[src/design/nnf_pkg.sv]
// Package for the note-name-to-frequency decoder.
// Holds the parse phase type, the parse result struct and the frequency table.
// No dependencies.
package nnf_pkg;

    // Default number of fraction bits on the frequency output.
    localparam int FRAC_BITS_DEF = 16;

    localparam int FREQ_W = 31;
    localparam int NOTE_W = 9;
    localparam int PROD_W = 40;

    typedef enum logic [2:0] {
        PH_START,
        PH_LETTER,
        PH_ACC,
        PH_MINUS,
        PH_DIGITS,
        PH_DONE,
        PH_INVALID
    } t_phase;

    // Name as parsed up to and including the current character.
    typedef struct packed {
        logic       name_valid; // first character was a note letter
        logic [3:0] oct1;       // octave + 1, 0..10
        logic [4:0] acc;        // semitone above C plus 1, 0..13
    } t_parse_res;

    // Semitone above C of letters A..G.
    function automatic logic [3:0] letter_semi(input logic [2:0] idx);
        logic [3:0] v;
        case (idx)
            3'd0: v = 4'd9;
            3'd1: v = 4'd11;
            3'd2: v = 4'd0;
            3'd3: v = 4'd2;
            3'd4: v = 4'd4;
            3'd5: v = 4'd5;
            3'd6: v = 4'd7;
            default: v = 4'd0;
        endcase
        return v;
    endfunction

    // 440 * 2^(r/12) with the ratio in Q2.30, rounded to nearest; exact product.
    function automatic logic [PROD_W-1:0] note_prod(input logic [3:0] r);
        logic [PROD_W-1:0] v;
        case (r)
            4'd0:  v = 40'd472446402560;
            4'd1:  v = 40'd500539527400;
            4'd2:  v = 40'd530303156680;
            4'd3:  v = 40'd561836623480;
            4'd4:  v = 40'd595245167440;
            4'd5:  v = 40'd630640287200;
            4'd6:  v = 40'd668140110000;
            4'd7:  v = 40'd707869788560;
            4'd8:  v = 40'd749961916440;
            4'd9:  v = 40'd794556972440;
            4'd10: v = 40'd841803788760;
            4'd11: v = 40'd891860046880;
            default: v = '0;
        endcase
        return v;
    endfunction

endpackage

[src/design/nnf_parse.sv]
// Character parser of the note-name decoder: phase, accidental and octave state.
// Depends on nnf_pkg (t_phase, t_parse_res, letter_semi).
module nnf_parse
    import nnf_pkg::*;
(
    input  logic       i_clk,
    input  logic       i_rst_n,
    input  logic       i_take,
    input  logic [7:0] i_char_code,
    input  logic       i_last_char,
    output t_parse_res o_res
);

    localparam logic [7:0] CH_SHARP = 8'd35;  // '#'
    localparam logic [7:0] CH_MINUS = 8'd45;  // '-'
    localparam logic [7:0] CH_ZERO  = 8'd48;  // '0'
    localparam logic [7:0] CH_NINE  = 8'd57;  // '9'
    localparam logic [7:0] CH_UA    = 8'd65;  // 'A'
    localparam logic [7:0] CH_UG    = 8'd71;  // 'G'
    localparam logic [7:0] CH_UF    = 8'd70;  // 'F'
    localparam logic [7:0] CH_US    = 8'd83;  // 'S'
    localparam logic [7:0] CH_LA    = 8'd97;  // 'a'
    localparam logic [7:0] CH_LB    = 8'd98;  // 'b'
    localparam logic [7:0] CH_LF    = 8'd102; // 'f'
    localparam logic [7:0] CH_LS    = 8'd115; // 's'
    localparam logic [7:0] CH_LZ    = 8'd122; // 'z'
    localparam logic [7:0] CASE_OFS = 8'd32;

    t_phase     r_phase, n_phase;
    logic [4:0] r_acc, n_acc;
    logic [3:0] r_mag, n_mag;
    logic       r_neg, n_neg;
    logic       r_dig, n_dig;

    logic [7:0] w_upper;
    logic [2:0] w_letter_ofs;
    logic       w_is_letter;
    logic       w_is_digit;
    logic       w_is_sharp;
    logic       w_is_flat;
    logic [3:0] w_digit;
    logic [3:0] w_mag_dig;

    always_comb begin
        w_upper      = (i_char_code >= CH_LA && i_char_code <= CH_LZ) ?
                       i_char_code - CASE_OFS : i_char_code;
        w_is_letter  = (w_upper >= CH_UA) && (w_upper <= CH_UG);
        w_letter_ofs = 3'(w_upper - CH_UA);
        w_is_digit   = (i_char_code >= CH_ZERO) && (i_char_code <= CH_NINE);
        w_is_sharp   = (i_char_code == CH_SHARP) || (i_char_code == CH_LS) ||
                       (i_char_code == CH_US);
        w_is_flat    = (i_char_code == CH_LB) || (i_char_code == CH_LF) ||
                       (i_char_code == CH_UF);
        w_digit      = 4'(i_char_code - CH_ZERO);
        // Any nonzero magnitude times ten already passes nine: saturate to ten.
        w_mag_dig    = (r_mag != 4'd0) ? 4'd10 : w_digit;
    end

    always_comb begin
        n_phase = r_phase;
        n_acc   = r_acc;
        n_mag   = r_mag;
        n_neg   = r_neg;
        n_dig   = r_dig;
        case (r_phase)
            PH_START: begin
                if (w_is_letter) begin
                    n_acc   = {1'b0, letter_semi(w_letter_ofs)} + 5'd1;
                    n_phase = PH_LETTER;
                end else begin
                    n_phase = PH_INVALID;
                end
            end
            PH_LETTER, PH_ACC: begin
                if (r_phase == PH_LETTER && w_is_sharp) begin
                    n_acc   = r_acc + 5'd1;
                    n_phase = PH_ACC;
                end else if (r_phase == PH_LETTER && w_is_flat) begin
                    n_acc   = r_acc - 5'd1;
                    n_phase = PH_ACC;
                end else if (i_char_code == CH_MINUS) begin
                    n_neg   = 1'b1;
                    n_phase = PH_MINUS;
                end else if (w_is_digit) begin
                    n_mag   = w_mag_dig;
                    n_dig   = 1'b1;
                    n_phase = PH_DIGITS;
                end else begin
                    n_phase = PH_DONE;
                end
            end
            PH_MINUS, PH_DIGITS: begin
                if (w_is_digit) begin
                    n_mag   = w_mag_dig;
                    n_dig   = 1'b1;
                    n_phase = PH_DIGITS;
                end else begin
                    n_phase = PH_DONE;
                end
            end
            default: begin
                n_phase = r_phase;
            end
        endcase
    end

    // Octave + 1: default octave four, any negative octave clamps to -1 ("-0" is 0).
    always_comb begin
        o_res.name_valid = (n_phase != PH_INVALID) && (n_phase != PH_START);
        o_res.acc        = n_acc;
        if (!n_dig) begin
            o_res.oct1 = 4'd5;
        end else if (n_neg) begin
            o_res.oct1 = (n_mag != 4'd0) ? 4'd0 : 4'd1;
        end else begin
            o_res.oct1 = (n_mag > 4'd9) ? 4'd10 : n_mag + 4'd1;
        end
    end

    // Return to start of name after the last character.
    always_ff @(posedge i_clk) begin
        if (!i_rst_n) begin
            r_phase <= PH_START;
            r_acc   <= '0;
            r_mag   <= '0;
            r_neg   <= 1'b0;
            r_dig   <= 1'b0;
        end else if (i_take) begin
            if (i_last_char) begin
                r_phase <= PH_START;
                r_acc   <= '0;
                r_mag   <= '0;
                r_neg   <= 1'b0;
                r_dig   <= 1'b0;
            end else begin
                r_phase <= n_phase;
                r_acc   <= n_acc;
                r_mag   <= n_mag;
                r_neg   <= n_neg;
                r_dig   <= n_dig;
            end
        end
    end

endmodule

[src/design/note_name_to_frequency.sv]
// Top level of the note-name-to-frequency decoder.
// Depends on nnf_pkg and nnf_parse.
//
// Takes a note name one character per transaction (letter A-G in either case,
// optional sharp '#'/'s'/'S' or flat 'b'/'f'/'F', optional '-' and octave
// digits, octave 4 by default) and, on the transaction flagged last, returns
// the note number ((octave + 1) * 12 + semitone, A4 = 69) and the twelve-tone
// equal-tempered frequency (A4 = 440 Hz) in unsigned fixed point with
// FRAC_BITS fraction bits, rounded half up and saturated at 2^31 - 1. The
// octave clamps to -1..9. A bad first letter gives name_valid 0 with note and
// frequency 0; characters after the octave are ignored. One character is
// accepted every cycle while input ready is high. The accepting edge of a
// name's last character registers the parsed note, table index and octave
// shift in the middle stage; the output register then takes the 12-entry
// frequency table lookup and the rounding barrel shift and offers the result.
// The output register and the middle stage hold results while the sink
// stalls, and input ready falls only when both are full.
module note_name_to_frequency
    import nnf_pkg::*;
#(
    parameter int FRAC_BITS = FRAC_BITS_DEF
) (
    input  logic                     i_clk,
    input  logic                     i_rst_n,
    input  logic                     i_in_valid,
    output logic                     o_in_ready,
    input  logic [7:0]               i_char_code,
    input  logic                     i_last_char,
    output logic                     o_out_valid,
    input  logic                     i_out_ready,
    output logic [FREQ_W-1:0]        o_freq_fixed,
    output logic signed [NOTE_W-1:0] o_note_number,
    output logic                     o_name_valid
);

    localparam logic [5:0] SHIFT_BASE = 6'(36 - FRAC_BITS);

    t_parse_res w_res;
    logic       w_take;
    logic       w_mid_load;
    logic       w_out_load;

    // Middle stage: note number, table index and octave count.
    logic                     r_mid_vld;
    logic signed [NOTE_W-1:0] r_mid_note, n_mid_note;
    logic [3:0]               r_mid_idx, n_mid_idx;
    logic [3:0]               r_mid_q, n_mid_q;
    logic                     r_mid_nv;

    // Output stage.
    logic                     r_out_vld;
    logic [FREQ_W-1:0]        r_out_freq, n_out_freq;
    logic signed [NOTE_W-1:0] r_out_note;
    logic                     r_out_nv;

    logic [4:0]        w_t;
    logic [7:0]        w_oct12;
    logic [5:0]        w_shift;
    logic [PROD_W:0]   w_sum;
    logic [PROD_W:0]   w_scaled;

    assign w_out_load = r_mid_vld && (!r_out_vld || i_out_ready);
    assign o_in_ready = !r_mid_vld || w_out_load;
    assign w_take     = i_in_valid && o_in_ready;
    assign w_mid_load = w_take && i_last_char;

    nnf_parse u_parse (
        .i_clk       (i_clk),
        .i_rst_n     (i_rst_n),
        .i_take      (w_take),
        .i_char_code (i_char_code),
        .i_last_char (i_last_char),
        .o_res       (w_res)
    );

    // note + 3 = oct1 * 12 + (acc + 2); split it into octave count and index.
    always_comb begin
        w_oct12    = {1'b0, w_res.oct1, 3'b000} + {2'b00, w_res.oct1, 2'b00};
        n_mid_note = $signed({1'b0, w_oct12}) + $signed({4'b0000, w_res.acc}) -
                     9'sd1;
        w_t        = w_res.acc + 5'd2;
        if (w_t >= 5'd12) begin
            n_mid_idx = 4'(w_t - 5'd12);
            n_mid_q   = w_res.oct1 + 4'd1;
        end else begin
            n_mid_idx = w_t[3:0];
            n_mid_q   = w_res.oct1;
        end
    end

    // Scale the exact product down by 2^shift, add half for rounding, saturate.
    always_comb begin
        w_shift  = SHIFT_BASE - {2'b00, r_mid_q};
        w_sum    = {1'b0, note_prod(r_mid_idx)} + ((PROD_W+1)'(1) << (w_shift - 6'd1));
        w_scaled = w_sum >> w_shift;
        if (!r_mid_nv) begin
            n_out_freq = '0;
        end else if (|w_scaled[PROD_W:FREQ_W]) begin
            n_out_freq = '1;
        end else begin
            n_out_freq = w_scaled[FREQ_W-1:0];
        end
    end

    always_ff @(posedge i_clk) begin
        if (!i_rst_n) begin
            r_mid_vld <= 1'b0;
            r_out_vld <= 1'b0;
        end else begin
            if (w_mid_load) begin
                r_mid_vld <= 1'b1;
            end else if (w_out_load) begin
                r_mid_vld <= 1'b0;
            end
            if (w_out_load) begin
                r_out_vld <= 1'b1;
            end else if (i_out_ready) begin
                r_out_vld <= 1'b0;
            end
        end
    end

    // Hold payload while stalled; invalid names carry note 0.
    always_ff @(posedge i_clk) begin
        if (w_mid_load) begin
            r_mid_nv   <= w_res.name_valid;
            r_mid_note <= w_res.name_valid ? n_mid_note : '0;
            r_mid_idx  <= n_mid_idx;
            r_mid_q    <= n_mid_q;
        end
        if (w_out_load) begin
            r_out_freq <= n_out_freq;
            r_out_note <= r_mid_note;
            r_out_nv   <= r_mid_nv;
        end
    end

    assign o_out_valid   = r_out_vld;
    assign o_freq_fixed  = r_out_freq;
    assign o_note_number = r_out_note;
    assign o_name_valid  = r_out_nv;

endmodule

[config.mk]
export PLATFORM = sky130hd
export DESIGN_NAME = note_name_to_frequency
export DESIGN_NICKNAME = d
export VERILOG_FILES = /design/src/design/nnf_pkg.sv /design/src/design/nnf_parse.sv /design/src/design/note_name_to_frequency.sv
export SDC_FILE = /design/constraint.sdc
export NUM_CORES = 1
export LEC_CHECK = 0
export BUFFER_PORTS_ARGS = -buffer_cell sky130_fd_sc_hd__buf_2
export CAP_MARGIN = 10
export CORE_UTILIZATION = 35
export DETAILED_ROUTE_END_ITERATION = 12
export PLACE_DENSITY_LB_ADDON = 0.12
export SLEW_MARGIN = 30
export SYNTH_ARGS = -nofsm -noshare
export SYNTH_HDL_FRONTEND = slang
export SYNTH_SLANG_ARGS = --single-unit
[constraint.sdc]
create_clock -name i_clk -period 6.3 [get_ports i_clk]
set_input_delay 0.945 -clock i_clk [delete_from_list [all_inputs] [get_ports i_clk]]
set_output_delay 0.945 -clock i_clk [all_outputs]
set_load 0.03 [all_outputs]
==> out/metrics.yaml <==
status:
  outcome: "finished, final reports clean"
final_layout:
  multi_input_area_um2: 7548
  fin_nets: 1490
  num-fill-cells: 3091
  fin_cells: 1796
  antenna_cells: 0
  ff_latch_area_um2: 2813
  drive_gt1_share_pct: 17.28
  post-route-util_pct: 41.26
  fin_area_um2: 12360
  areaGrowthSynthToFinish_pct: 14.93
clock_network:
  clockBufferDepth: 2
  cts-htree-levels: 3
  cts_tree: "done"
  hold_buffers: 0
  cts-root-buf: "clkbuf_16"
  clock_latency_ns: 0.37
  numCtsBuffers: 9
  clkTransAtPathRegs_ns: 0.08
  cts.sink_count: 111
detailed_routing:
  routed_wl_um: 34290
  vias_per_cell: 5.796
  drt_iter0_drc: 801
  ant_nets: 0
  dr.pass1.iters: 5
  num_vias: 10410
  drt-wirelength-per-cell_um: 19.09
  drc: 0
critical_path:
  startpoint_type: "register"
  worst-r2r-setup-slack_ns: 0.27
  rr_worst_depth: 23
  crit_required_ns: 6.41
  cp.arrival_ns: 6.13
  critical_path_peak_fanout: 5
  critical_path_class: "reg -> reg"
  critPathCaptureType: "register"
sta:
  hold_viol_final: 0
  skew_ns: 0.01817
  drv_slew: 0
  period_needed_ns: 6.025
  fin_crit_sh_pct: 95.64
  max_freq_mhz: 166.0
  setup_viol: 0
  rsz0062_at_grt: "no"
  slew_headroom_pct: 46.44
  worst_pin_slew_ns: 0.8034
  tns_ns: 0
floorplan:
  die_x_um: 177.3
  die_height_um: 177.3
  initial_core_util_pct: 35.90
  coreArea_um2: 29950
  fp.dieArea_um2: 31430
  num_rows: 63
  ios: 56
synthesis:
  netlist_area_um2: 10750
  syn_avg_cell_area_um2: 8.215
  syn_inst: 1309
  synth.distinct_cells: 93
  yosys-top-cells-count: "nand2_1 (134), nor2_1 (125), a21oi_1 (100), ha_1 (71), o21ai_0 (68)"
  yosysTopAreaCellShare_pct: 16.48
  synth.area.top_cells: "edfxtp_1 (16%), dfxtp_1 (9.7%), ha_1 (8.3%), nand2_1 (4.7%), a21oi_1 (4.7%)"
  synth_seq_cells: 111
  seq_area_frac_synth_pct: 26.16
  ys_async_sr_fraction_pct: 0
  yosys_most_used_dff: "edfxtp_1"
  yosysMostFrequentCell: "nand2_1"
  synth_warnings: 0
  synth_edf_count: 59
  synth_top_area_cell: "edfxtp_1"
power_and_ir_drop:
  power_frac_seq_pct: 38.4
  powerDensity_nw_per_um2: 177.2
  p_leak_nw: 4.923
  pwr-share-comb_pct: 35.6
  p_int_mw: 1.387
  netSwitchingFraction_pct: 36.65
  vdd_drop_max_v: 0.0001432
  p_sw_mw: 0.8026
  p_clk_share_pct: 26.0
global_route:
  grtUsageMet3_pct: 2.169
  grt.overflow.total: 0
  grt-busiest-layer: "met2"
  grt_use_total_pct: 21.91
  grt_pass1_wl_um: 54200
  antenna_found_initial: 0
  grtUsageMet2_pct: 38.46
  use_met1_pct: 28.14
  grt_pass1_vias: 9898
  grt_start_max_net_pins: 42
placement:
  place_inst: 1780
  gp_congestion: 0.9228
  place_area_um2: 12040
  dp_hpwl_um: 27180
  port-buffer-count: 55
min_path:
  min_path_type: "reg -> reg"
  hold_depth: 0
run:
  maxCapViolations: 0
==> per-layer routing <==
layer  vias to the layer above  share of wire, %
met5                         -                 0
met4                         0               2.3
met3                        43               3.3
met2                       271                49
met1                      4980                46
li1                       5116                 -
==> critical path, cell delays in order (launching register included) <==
cell	delay (ns)
edfxtp_1	0.42
inv_2	0.10
ha_1	0.21
xor2_2	0.18
nor2_2	0.06
inv_1	0.15
nor2_4	0.05
xnor2_1	0.28
or2_2	0.18
nor2_1	0.05
ha_1	0.21
fa_1	0.41
a21o_1	0.22
a221o_1	0.36
o2bb2ai_1	0.21
a311o_1	0.41
nor4b_4	0.33
nor4_1	0.09
o31ai_1	0.36
nand4_1	0.33
o41ai_4	0.45
nand3_1	0.18
buf_4	0.19
o311a_1	0.33
==> power by group through the flow <==
stage	clock, mW	sequential, mW	combinational, mW
2_1_floorplan	0	0.862	0.509
3_3_place_gp	0	0.858	0.763
3_5_place_dp	0	0.857	0.761
4_1_cts	0.589	0.841	0.766
5_1_grt	0.611	0.845	0.848
6_report	0.569	0.841	0.780
==> cells by family after synthesis <==
logic type,after synthesis,synth area share (%)
xor+xnor,49,3.991
other cells,1,0.03487
compound gates,424,27.65
fa+ha+maj,76,9.192
simple gates,448,20.07
mux,69,8.006
flops,111,26.16
buf+inv,131,4.899
==> through the flow <==
step / hold WS, ns / power [mW] / worst slack, ns
2_1_floorplan: 0.4003 / 1.372 / 0.01276
3_3_place_gp: 0.4050 / 1.621 / 0.09073
3_5_place_dp: 0.4065 / 1.619 / -0.05044
4_1_cts: 0.4256 / 2.196 / 0.1834
5_1_grt: 0.4327 / 2.304 / 0.004475
6_report: 0.4249 / 2.190 / 0.2748
==> repair_timing <==
action	CTS	global route
buffers inserted	0	0
endpoints found under the setup margin	0	29
gates resized for setup	0	8
==> cells in the final DEF (no fill, tap or decap), drive strengths merged, types with 19 or more instances in the layout <==
cell type / instances
o21ai: 76
nand3: 27
nor2b: 24
ha: 71
a21oi: 103
dfxtp: 52
nor3: 30
nor2: 126
buf: 153
mux2i: 48
edfxtp: 59
xor2: 19
o22ai: 26
xnor2: 30
o211ai: 20
nand2: 134
inv: 53
nand4: 22
==> cell type report <==
class | instances | share of cell area [%]
multi-input combinational | 1074 | 61.08
sequential | 111 | 22.76
timing repair buffer | 153 | 8.343
tap | 390 | 3.949
clock buffer | 10 | 1.853
inverter | 52 | 1.579
clock inverter | 6 | 0.4354
==> final timing paths <==
| check | to | start |
|---|---|---|
| setup / recovery | o_freq_fixed[24]$_SDFFCE_PN0P_ | r_mid_q[0]$_DFFE_PP_ |
| hold / removal | o_note_number[8]$_DFFE_PP_ | r_mid_note[8]$_SDFFCE_PN0P_ |
| setup reg to reg | o_freq_fixed[24]$_SDFFCE_PN0P_ | r_mid_q[0]$_DFFE_PP_ |
| hold reg to reg | o_note_number[8]$_DFFE_PP_ | r_mid_note[8]$_SDFFCE_PN0P_ |
(Power assumes the default switching activity.)
